<file path="src/rtl/pctd_pkg.sv">
`timescale 1ns / 1ps
// ----------------------------------------------------------------------------
// pctd_pkg
// shared types, character codes and hex helpers for the percent decoder
// ----------------------------------------------------------------------------
package pctd_pkg;

  localparam logic [7:0] CH_PLUS    = 8'h2B;
  localparam logic [7:0] CH_SPACE   = 8'h20;
  localparam logic [7:0] CH_PERCENT = 8'h25;

  localparam int unsigned MAX_RES = 3;
  localparam int unsigned Q_DEPTH = 4;
  localparam int unsigned Q_AW    = $clog2(Q_DEPTH);
  localparam int unsigned Q_CW    = $clog2(Q_DEPTH + 1);

  typedef enum logic [1:0] {
    HELD_NONE    = 2'd0,
    HELD_PERCENT = 2'd1,
    HELD_DIGIT   = 2'd2
  } held_t;

  typedef struct packed {
    logic [7:0] byte_v;
    logic       last;
  } res_t;

  typedef struct packed {
    logic [1:0] count;
    res_t [2:0] res;
  } res_group_t;

  function automatic logic is_hex(input logic [7:0] c);
    is_hex = (c >= 8'h30 && c <= 8'h39) || (c >= 8'h41 && c <= 8'h46) ||
             (c >= 8'h61 && c <= 8'h66);
  endfunction

  function automatic logic [3:0] hex_val(input logic [7:0] c);
    logic [7:0] t;
    t = 8'h00;
    if (c >= 8'h30 && c <= 8'h39) t = c - 8'h30;
    else if (c >= 8'h41 && c <= 8'h46) t = c - 8'h37;
    else if (c >= 8'h61 && c <= 8'h66) t = c - 8'h57;
    hex_val = t[3:0];
  endfunction

endpackage

</file>
<file path="src/rtl/pctd_decode.sv">
`timescale 1ns / 1ps
// ----------------------------------------------------------------------------
// pctd_decode
// escape decoder: holds the lookahead state and turns one byte into up to
// three result items
// ----------------------------------------------------------------------------
module pctd_decode (
  input  logic                clk,
  input  logic                rst_n,
  input  logic                step,
  input  logic [7:0]          in_byte,
  input  logic                in_last,
  output pctd_pkg::res_group_t grp
);
  import pctd_pkg::*;

  held_t      held_r, held_nxt;
  logic [7:0] digit_r, digit_nxt;

  logic [1:0] pre_n;
  res_t [1:0] pre;
  logic       do_fresh;
  logic       fresh_emit;
  held_t      fresh_held;
  res_t       fresh_res;

  always_comb begin
    fresh_emit      = !(in_byte == CH_PERCENT && !in_last);
    fresh_held      = fresh_emit ? HELD_NONE : HELD_PERCENT;
    fresh_res.byte_v = (in_byte == CH_PLUS) ? CH_SPACE : in_byte;
    fresh_res.last  = in_last;
  end

  always_comb begin
    held_nxt  = held_r;
    digit_nxt = digit_r;
    pre_n     = 2'd0;
    pre[0]    = '{byte_v: CH_PERCENT, last: 1'b0};
    pre[1]    = '{byte_v: digit_r, last: 1'b0};
    do_fresh  = 1'b0;
    case (held_r)
      HELD_PERCENT: begin
        if (is_hex(in_byte) && !in_last) begin
          held_nxt  = HELD_DIGIT;
          digit_nxt = in_byte;
        end else begin
          pre_n    = 2'd1;
          do_fresh = 1'b1;
        end
      end
      HELD_DIGIT: begin
        if (is_hex(in_byte)) begin
          held_nxt  = HELD_NONE;
          pre_n     = 2'd1;
          pre[0]    = '{byte_v: {hex_val(digit_r), hex_val(in_byte)}, last: in_last};
        end else begin
          pre_n    = 2'd2;
          do_fresh = 1'b1;
        end
      end
      default: do_fresh = 1'b1;
    endcase
    if (do_fresh) held_nxt = fresh_held;
  end

  always_comb begin
    grp.res[0] = pre[0];
    grp.res[1] = pre[1];
    grp.res[2] = fresh_res;
    grp.count  = pre_n;
    if (do_fresh && fresh_emit) begin
      grp.res[pre_n] = fresh_res;
      grp.count      = pre_n + 2'd1;
    end
  end

  always_ff @(posedge clk) begin
    if (!rst_n) begin
      held_r  <= HELD_NONE;
      digit_r <= 8'h00;
    end else if (step) begin
      held_r  <= held_nxt;
      digit_r <= digit_nxt;
    end
  end

endmodule

</file>
<file path="src/rtl/pctd_queue.sv">
`timescale 1ns / 1ps
// ----------------------------------------------------------------------------
// pctd_queue
// result queue: takes a group of up to three items at once and, while
// out_ready is high, hands out one item per cycle
// ----------------------------------------------------------------------------
module pctd_queue (
  input  logic                 clk,
  input  logic                 rst_n,
  input  logic                 push,
  input  pctd_pkg::res_group_t grp,
  output logic                 room,
  output logic                 out_valid,
  input  logic                 out_ready,
  output pctd_pkg::res_t       out_res
);
  import pctd_pkg::*;

  res_t [Q_DEPTH-1:0] mem_r;
  logic [Q_AW-1:0]    wr_ptr_r, wr_ptr_nxt;
  logic [Q_AW-1:0]    rd_ptr_r, rd_ptr_nxt;
  logic [Q_CW-1:0]    count_r, count_nxt;
  logic               pop;
  logic [1:0]         n_push;

  assign room      = (count_r <= Q_CW'(Q_DEPTH - MAX_RES));
  assign out_valid = (count_r != '0);
  assign out_res   = mem_r[rd_ptr_r];
  assign pop       = out_valid && out_ready;
  assign n_push    = push ? grp.count : 2'd0;

  always_comb begin
    wr_ptr_nxt = wr_ptr_r + Q_AW'(n_push);
    rd_ptr_nxt = rd_ptr_r + Q_AW'(pop);
    count_nxt  = count_r + Q_CW'(n_push) - Q_CW'(pop);
  end

  always_ff @(posedge clk) begin
    for (int i = 0; i < MAX_RES; i++) begin
      if (2'(i) < n_push) mem_r[wr_ptr_r + Q_AW'(i)] <= grp.res[i];
    end
  end

  always_ff @(posedge clk) begin
    if (!rst_n) begin
      wr_ptr_r <= '0;
      rd_ptr_r <= '0;
      count_r  <= '0;
    end else begin
      wr_ptr_r <= wr_ptr_nxt;
      rd_ptr_r <= rd_ptr_nxt;
      count_r  <= count_nxt;
    end
  end

endmodule

</file>
<file path="src/rtl/percent_decoder.sv">
`timescale 1ns / 1ps
// ----------------------------------------------------------------------------
// percent_decoder
// url percent decoder on a byte stream
// ----------------------------------------------------------------------------
// One raw byte per item in, decoded bytes out. "%hh" (either case) becomes
// one byte, '+' becomes a space, a broken escape passes through literally
// and the breaking byte is decoded afresh; held lookahead is flushed at
// tlast. An item is registered on entry and decoded from that register into
// up to three results that go into a four-entry output queue when it has
// room; the queue drains one item per cycle while out_tready is high. Input
// throughput is one item per cycle while each input yields at most one result
// and the output is ready; the queue admits a decode only when it holds at
// most one item, so multi-result bursts stall the input.
// ----------------------------------------------------------------------------
module percent_decoder (
  input  logic       clk,
  input  logic       rst_n,
  input  logic       in_tvalid,
  output logic       in_tready,
  input  logic [7:0] in_tdata,   // [7:0] in_byte
  input  logic       in_tlast,
  output logic       out_tvalid,
  input  logic       out_tready,
  output logic [7:0] out_tdata,  // [7:0] out_byte
  output logic       out_tlast
);
  import pctd_pkg::*;

  logic       s1_valid_r;
  logic [7:0] s1_byte_r;
  logic       s1_last_r;
  logic       room;
  logic       s1_fire;
  res_group_t grp;
  res_t       out_res;

  assign s1_fire   = s1_valid_r && room;
  assign in_tready = !s1_valid_r || s1_fire;

  always_ff @(posedge clk) begin
    if (!rst_n) begin
      s1_valid_r <= 1'b0;
    end else if (in_tready) begin
      s1_valid_r <= in_tvalid;
    end
  end

  always_ff @(posedge clk) begin
    if (in_tready && in_tvalid) begin
      s1_byte_r <= in_tdata;
      s1_last_r <= in_tlast;
    end
  end

  pctd_decode u_decode (
    .clk     (clk),
    .rst_n   (rst_n),
    .step    (s1_fire),
    .in_byte (s1_byte_r),
    .in_last (s1_last_r),
    .grp     (grp)
  );

  pctd_queue u_queue (
    .clk       (clk),
    .rst_n     (rst_n),
    .push      (s1_fire),
    .grp       (grp),
    .room      (room),
    .out_valid (out_tvalid),
    .out_ready (out_tready),
    .out_res   (out_res)
  );

  assign out_tdata = out_res.byte_v;
  assign out_tlast = out_res.last;

endmodule

</file>
<file path="config.mk">
export PLATFORM = sky130hd
export DESIGN_NAME = percent_decoder
export DESIGN_NICKNAME = d
export VERILOG_FILES = /design/src/rtl/pctd_pkg.sv /design/src/rtl/pctd_decode.sv /design/src/rtl/pctd_queue.sv /design/src/rtl/percent_decoder.sv
export SDC_FILE = /design/constraint.sdc
export NUM_CORES = 1
export LEC_CHECK = 0
export BUFFER_PORTS_ARGS = -buffer_cell sky130_fd_sc_hd__buf_2
export CAP_MARGIN = 20
export CORE_MARGIN = 5
export CORE_UTILIZATION = 30
export CTS_BUF_LIST = sky130_fd_sc_hd__clkbuf_2
export DETAILED_ROUTE_END_ITERATION = 8
export HOLD_SLACK_MARGIN = 0.15
export PLACE_DENSITY = 0.46
export SLEW_MARGIN = 20
export SYNTH_ARGS = -nofsm -noshare
export SYNTH_HDL_FRONTEND = slang
export SYNTH_SLANG_ARGS = --single-unit
export TNS_END_PERCENT = 100
</file>
<file path="constraint.sdc">
create_clock -name clk -period 5.9 [get_ports clk]
set_input_delay 0.295 -clock clk [delete_from_list [all_inputs] [get_ports clk]]
set_output_delay 0.295 -clock clk [all_outputs]
set_load 0.02 [all_outputs]
</file>
==> results of run 1 <==
==> repair_timing <==
| item | 4_1_cts | 5_1_grt |
|---|---|---|
| hold buffers | 12 | 0 |
| gates resized for setup | 0 | 0 |
| setup endpoints to repair | 0 | 0 |
| setup buffers | 0 | 0 |
| endpoints found under the hold margin | 15 | 0 |
==> sequential cells by signal, summed over array words and instances, names as in the netlist <==
register,cells
u_decode.held_r,2
u_queue.mem_r,36
s1_valid_r,1
u_queue.rd_ptr_r,2
s1_last_r,1
u_queue.count_r,3
u_queue.wr_ptr_r,2
u_decode.digit_r,8
s1_byte_r,8
==> report_power, final <==
part / total [mW] / switching, mW / internal (mW) / leakage [nW]
Combinational: 0.563 / 0.287 / 0.275 / 0.981
Sequential: 0.668 / 0.109 / 0.560 / 0.532
Clock: 0.272 / 0.178 / 0.0940 / 0.0667
Total: 1.50 / 0.574 / 0.929 / 1.58
==> Yosys cell counts, drive strengths merged (6+ instances only) <==
| master | n |
|---|---|
| o22ai | 12 |
| dfxtp | 54 |
| inv | 21 |
| buf | 17 |
| nor4b | 6 |
| nor2 | 36 |
| mux2 | 8 |
| a22oi | 10 |
| edfxtp | 9 |
| mux2i | 43 |
| and2 | 12 |
| nand2b | 8 |
| mux4 | 9 |
| clkbuf | 7 |
| o21ai | 11 |
| a21oi | 14 |
| o221ai | 6 |
| nand3 | 10 |
| a221oi | 6 |
| nand2 | 29 |
| ha | 16 |
==> stage by stage <==
step / hold slack [ns] / util / area, µm²
final: 0.2918 / 0.3433 / 4582
after global placement: 0.4631 / 0.3261 / 4353
after floorplan: 0.3939 / - / 4109
after detailed placement: 0.4707 / 0.3261 / 4353
after CTS: 0.2523 / 0.3433 / 4582
after global routing: 0.2934 / 0.3433 / 4582
==> worst paths after layout <==
kind,from,end,slack [ns],cells past startpoint
setup / recovery,s1_byte_r[1],u_queue.mem_r[21],1.46,13
hold / removal,out_tready,u_queue.rd_ptr_r[1],0.29,5
setup reg to reg,s1_byte_r[1],u_queue.mem_r[21],1.46,13
hold reg to reg,u_decode.held_r[0],u_decode.held_r[0],0.49,2
==> cell families (layout without fill, tap and decap cells) <==
group,after synthesis,after routing
compound gates,109,109
flops,63,63
buf+inv,45,77
mux,60,60
fa+ha+maj,17,17
xor+xnor,5,5
simple gates,124,124
==> area by class of cell <==
| class | instances | area (µm²) | area share |
|---|---|---|---|
| clock buffer | 9 | 45.04 | 0.009831 |
| clock inverter | 7 | 63.81 | 0.01393 |
| inverter | 21 | 78.83 | 0.01720 |
| multi-input combinational | 315 | 2550 | 0.5565 |
| sequential | 63 | 1351 | 0.2949 |
| tap | 176 | 220.2 | 0.04806 |
| timing repair buffer | 40 | 272.8 | 0.05953 |
==> worst min-delay path, delay by kind of cell <==
family / cells / cell delay (ns)
adders and majority gates: 1 / 0.17
and+or+nand+nor: 2 / 0.23
xor gates and xnor gates: 1 / 0.06
buffers and inverters: 1 / 0.07
==> layer usage <==
| layer | wire, µm | GRT usage | share of wire | vias to the layer above |
|---|---|---|---|---|
| met5 | 0 | 0 | 0 | - |
| met4 | 211 | 0.05678 | 0.017 | 0 |
| met2 | 5587 | 0.2488 | 0.45 | 87 |
| met1 | 6025 | 0.2159 | 0.49 | 1663 |
| li1 | - | - | - | 1659 |
| met3 | 503 | 0.03088 | 0.041 | 18 |
==> impl_metrics.py, run 1 <==
metrics = {
    "die": {
        "num_rows": 42,
        "die_x_um": 127.0,
        "io_pins": 24,
        "fp.dieH_um": 127.0,
        "core_area_um2": 13350,
        "die_area_um2": 16140,
        "initial_core_util": 0.3078,
    },
    "worst_hold_path": {
        "worstHoldPathType": "in2reg",
    },
    "setup_path": {
        "cpMaxStageDelayCell": "a221oi_4",
        "path_delay_family": "compound AO/OA/AOI/OAI gates",
        "critical_path_class": "reg2reg",
        "cp-end-kind": "flip-flop",
        "cp_slowest_stage_delay_ns": 0.65,
        "start_kind": "flip-flop",
        "cp_max_fo": 14,
        "crit_buf_inv": 1,
        "cp_cell_sequence": "inv_1 -> ha_1 -> nand2b_1 -> o221a_1 -> a221oi_4 -> o21ai_0 -> a21o_1 -> ha_1 -> nor3b_1 -> a221oi_4 -> or3_1 -> or2_4 -> a221o_1",
        "worstPathArrival_ns": 4.91,
        "cp_data_required_time_ns": 6.37,
    },
    "sta": {
        "finalCritPeriodShare": 0.7525,
        "finalWorstSetupSlack_ns": 1.460,
        "fmax_mhz": 225.2,
        "fin_crit_ns": 4.440,
        "finClkSkew_ns": 0.04480,
        "hold_viol": 0,
        "setup_viol": 0,
        "worst_slew_pin_slew_ns": 0.8897,
        "rsz0062_at_grt": "no",
        "final-max-slew-violation-count": 0,
        "tns_ns": 0,
        "slew_headroom": 0.4037,
    },
    "grt": {
        "grt_max_degree": 15,
        "grt_pass1_wl_mm": 19.80,
        "antenna_found_initial": 0,
        "grt_use_total": 0.1580,
        "overflow": 0,
        "first_global_vias": 3509,
    },
    "yosys": {
        "yosysTopAreaCell": "dfxtp_1",
        "synth_top_family_by_area": "compound AO/OA/AOI/OAI gates",
        "ys_ff_latch": 63,
        "synth_ff_type": "dfxtp_1",
        "syn_area_um2": 4109,
        "synth_edf_count": 9,
        "synthTopCellsByArea": "dfxtp_1 26%, mux2i_1 10%, edfxtp_1 6.6%, mux4_2 4.9%, ha_1 4.9%",
        "synth-adder-area-share": 0.05359,
        "synth_compound_area_frac": 0.2162,
        "syn_area_per_cell_um2": 9.714,
        "synth_top_area_frac": 0.2631,
        "async_flop_share": 0,
        "syn_nets": 453,
        "synth_warnings": 0,
        "synth_xor_area_frac": 0.01066,
        "syn_inst": 423,
        "synth_mux_area_frac": 0.1760,
        "synth_cell_types": 73,
        "synthSimpleGateAreaFrac": 0.1629,
        "yosysSeqAreaShare": 0.3289,
    },
    "outcome": {
        "status": "finished clean",
    },
    "finish": {
        "mostFrequentLayoutCells": "54 x dfxtp_1, 43 x mux2i_1, 36 x nor2_1",
        "layout.cells.most_common": "dfxtp_1",
        "stdcell_count": 631,
        "drive_above_1_share": 0.1604,
        "fillers": 1393,
        "nets": 480,
        "syn_to_final_growth_pct": 11.51,
        "diodes": 0,
    },
    "power": {
        "fin_total_pwr_mw": 1.503,
        "p_per_area_nw_per_um2": 328.1,
        "power.leakage_nw": 1.579,
        "ir_drop_uv": 127.5,
    },
    "detailed_routing": {
        "firstDrtPassIters": 5,
        "dr.first_iter.drc_count": 300,
        "drc": 0,
        "avgRoutedWirePerCell_um": 19.54,
        "avgViaCountPerCell": 5.431,
        "wirelength_mm": 12.33,
        "final_antenna_net_count": 0,
        "vias": 3427,
    },
    "clock_tree": {
        "cts_buffers": 9,
        "clk_latency_ns": 0.59,
        "h-tree-depth": 3,
        "cts_max_path_buffers": 2,
        "cts.sinks": 63,
        "cts_tree": "done",
        "cts-root-buf": "clkbuf_2",
        "clk_pin_slew_worst_paths_ns": 0.19,
    },
    "placement": {
        "dp_slack_ns": 1.461,
        "placedCellCount": 603,
        "io_buffer_count": 23,
        "dp.final_hpwl_mm": 9.395,
        "gp_congestion": 0.8938,
    },
    "run": {
        "maxCapViolCount": 0,
    },
}
Note: power is estimated with default switching activity, not from simulation.
==> inputs of run 2 (changes only) <==
--- a/config.mk
+++ b/config.mk
@@ -5,6 +5,7 @@
 export SDC_FILE = /design/constraint.sdc
 export NUM_CORES = 1
 export LEC_CHECK = 0
+export ABC_AREA = 1
 export BUFFER_PORTS_ARGS = -buffer_cell sky130_fd_sc_hd__buf_2
 export CAP_MARGIN = 20
 export CORE_MARGIN = 5
@@ -12,7 +13,7 @@
 export CTS_BUF_LIST = sky130_fd_sc_hd__clkbuf_2
 export DETAILED_ROUTE_END_ITERATION = 8
 export HOLD_SLACK_MARGIN = 0.15
-export PLACE_DENSITY = 0.46
+export PLACE_DENSITY = 0.47
 export SLEW_MARGIN = 20
 export SYNTH_ARGS = -nofsm -noshare
 export SYNTH_HDL_FRONTEND = slang
==> constraint.sdc (replaced) <==
create_clock -name clk -period 3.8 [get_ports clk]
set_input_delay 0.19 -clock clk [delete_from_list [all_inputs] [get_ports clk]]
set_output_delay 0.19 -clock clk [all_outputs]
set_load 0.02 [all_outputs]
==> run 2 against run 1 <==
Net effect:
- count of clock-buffer cells in the layout is 2 higher
- global-route usage up 0.58 points
- fmax up 32%
- final cell count up 47%
==> impl_metrics.py, run 2 <==
metrics = {
    "grt": {
        "grt_max_degree": 28,
        "overflow": 0,
        "grt_pass1_wl_mm": 23.16,
        "antenna_found_initial": 0,
        "grt_use_total": 0.1637,
        "first_global_vias": 4219,
    },
    "yosys": {
        "syn_inst": 715,
        "synthTopCellsByArea": "dfxtp_1 23%, nand2_1 18%, nor2_1 10%, nand3_1 9.2%, edfxtp_1 5.8%",
        "syn_area_um2": 4638,
        "syn_area_per_cell_um2": 6.487,
        "ys_ff_latch": 63,
        "async_flop_share": 0,
        "synth_warnings": 0,
        "yosysSeqAreaShare": 0.2913,
        "synth_most_common_cell": "nand2_1",
        "synth_cell_types": 37,
        "synth_ff_type": "dfxtp_1",
        "yosysTopAreaCell": "dfxtp_1",
        "netlist_top_cells_count": "220 x nand2_1, 123 x nor2_1, 85 x nand3_1",
        "synth_edf_count": 9,
        "syn_nets": 745,
        "synth_top_area_frac": 0.2331,
    },
    "power": {
        "ir_drop_uv": 154.4,
        "p_int_mw": 1.410,
        "p_comb_frac": 0.468,
        "power_frac_seq": 0.378,
        "switchingPower_mw": 1.219,
        "switching_share": 0.4637,
        "power.leakage_nw": 2.458,
        "power.share.clock": 0.153,
        "p_per_area_nw_per_um2": 519.9,
    },
    "setup_path": {
        "critical_path_class": "reg2reg",
        "cp-end-kind": "flip-flop",
        "cpMaxStageDelayCell": "edfxtp_1",
        "cp_slowest_stage_delay_ns": 0.53,
        "cp_cell_sequence": "inv_1 -> ha_1 -> nand2_1 -> nor2_2 -> nor2_1 -> nand2_2 -> nand3_4 -> nand2_2 -> nand2_2 -> nand2_1 -> nand2_2 -> ha_1 -> nand3_2 -> nand2_2 -> nand2_4 -> nand2_4 -> buf_4 -> nand3_1 -> nand3_1 -> nand2_1 -> nand2_1",
        "cp_data_required_time_ns": 4.33,
        "cp_max_fo": 27,
        "worstPathArrival_ns": 3.88,
        "cpMostUsedCell": "nand2_2",
        "start_kind": "flip-flop",
    },
    "finish": {
        "final_area_um2": 5059,
        "reg_top3": "u_queue.mem_r x36, s1_byte_r x8, u_decode.digit_r x8",
        "nets": 766,
        "syn_to_final_growth_pct": 9.064,
        "regMostFlops": "u_queue.mem_r",
        "largest_register_ffs": 36,
        "layout.cells.most_common": "nand2_1",
        "drive_above_1_share": 0.1245,
        "mostFrequentLayoutCells": "220 x nand2_1, 123 x nor2_1, 85 x nand3_1",
        "diodes": 0,
    },
    "detailed_routing": {
        "vias": 4619,
        "firstDrtPassIters": 5,
        "avgViaCountPerCell": 4.983,
        "final_antenna_net_count": 0,
        "dr.first_iter.drc_count": 455,
        "wirelength_mm": 14.17,
        "avgRoutedWirePerCell_um": 15.28,
        "maxUsedRoutingLayer": "met4",
        "route.met2.wl_mm": 6.110,
        "met3WireLength_um": 859,
        "met1Wirelength_mm": 7.013,
        "drc": 0,
    },
    "placement": {
        "dp.final_hpwl_mm": 10.12,
        "place_area_um2": 4851,
        "io_buffer_count": 23,
        "gp_congestion": 0.8389,
    },
    "die": {
        "initial_core_util": 0.3051,
        "io_pins": 24,
        "core_area_um2": 15200,
        "die_area_um2": 18050,
        "die_x_um": 134.3,
        "fp.dieH_um": 134.3,
        "num_rows": 45,
    },
    "sta": {
        "setup_viol": 0,
        "finalCritPeriodShare": 0.8828,
        "hold_viol": 0,
        "fmax_mhz": 298.1,
        "slew_headroom": 0.4940,
        "final-max-slew-violation-count": 0,
        "fin_crit_ns": 3.355,
        "rsz0062_at_grt": "no",
        "worst_slew_pin_slew_ns": 0.7563,
        "tns_ns": 0,
        "finClkSkew_ns": 0.03026,
    },
    "outcome": {
        "status": "finished clean",
    },
    "clock_tree": {
        "cts_tree": "done",
        "clk_latency_ns": 0.57,
        "clk_pin_slew_worst_paths_ns": 0.18,
        "cts-root-buf": "clkbuf_2",
        "cts.sinks": 63,
        "post_cts_buffers": 0,
        "cts_max_path_buffers": 2,
        "cts_buffers": 9,
        "h-tree-depth": 3,
    },
    "run": {
        "maxCapViolCount": 0,
    },
    "worst_hold_path": {
        "worstHoldPathType": "in2reg",
    },
}
run 2: final timing paths:
check	from	endpoint	slack [ns]	depth (start not counted)
worst min-delay path	out_tready	u_queue.rd_ptr_r[0]	0.26	5
worst min register to register	u_decode.digit_r[7]	u_decode.digit_r[7]	0.48	2
worst max-delay path	s1_byte_r[0]	u_queue.mem_r[34]	0.45	21
worst max register to register	s1_byte_r[0]	u_queue.mem_r[34]	0.45	21
run 2: cell type report:
type / count / area [µm²]
Fill cell: 1664 / 10140
Multi-Input combinational cell: 568 / 2884
Sequential cell: 63 / 1351
Timing Repair Buffer: 42 / 285.3
Tap cell: 188 / 235.2
Inverter: 52 / 210.2
Clock buffer: 11 / 55.05
Clock inverter: 3 / 37.54
run 2: layer usage:
| layer | track usage | vias up |
|---|---|---|
| met4 | 0.04468 | 0 |
| met1 | 0.2280 | 2126 |
| met2 | 0.2458 | 130 |
| met5 | 0 | - |
| met3 | 0.04914 | 17 |
| li1 | - | 2346 |
run 2: cell families (layout without fill, tap and decap cells):
kind of cell,Yosys count,in the layout,synth area share
adder cells (fa/ha/maj),17,17,0.04748
buffers and inverters,84,108,0.08794
AO/OA/AOI/OAI,71,71,0.09091
XOR/XNOR,3,3,0.005666
AND/OR/NAND/NOR,477,477,0.4767
flip-flops,63,63,0.2913
run 2: critical path: cells and delay by family (launching register included):
family / cells / cell delay (ns)
AND/OR/NAND/NOR: 17 / 1.73
buffers and inverters: 2 / 0.57
adder cells (fa/ha/maj): 2 / 0.48
flip-flops: 1 / 0.53
run 2: power by group through the flow:
stage,registers [mW],logic [mW],clock network [mW]
floorplan,0.953,0.916,0
detailed placement,1.01,1.22,0
finish,0.995,1.23,0.403
global placement,1.01,1.20,0
global route,1.01,1.38,0.450
CTS,0.990,1.23,0.424
run 2: through the flow:
step / hold slack [ns] / std cells / utilization / worst slack [ns] / power, mW
6_report: 0.2621 / 927 / 0.3328 / 0.4453 / 2.630
5_1_grt: 0.2382 / 927 / 0.3328 / 0.1293 / 2.849
4_1_cts: 0.2302 / 927 / 0.3324 / 0.3170 / 2.644
3_5_place_dp: 0.3681 / 902 / 0.3191 / 0.3611 / 2.224
3_3_place_gp: 0.3661 / 902 / 0.3191 / 0.4255 / 2.207
2_1_floorplan: 0.2835 / 715 / - / 0.8810 / 1.869
run 2: timing repair:
action                                 in CTS  in global routing
gates resized for setup                     0                  1
setup endpoints to repair                   0                  4
endpoints found under the hold margin      25                  0
hold buffers                               11                  0
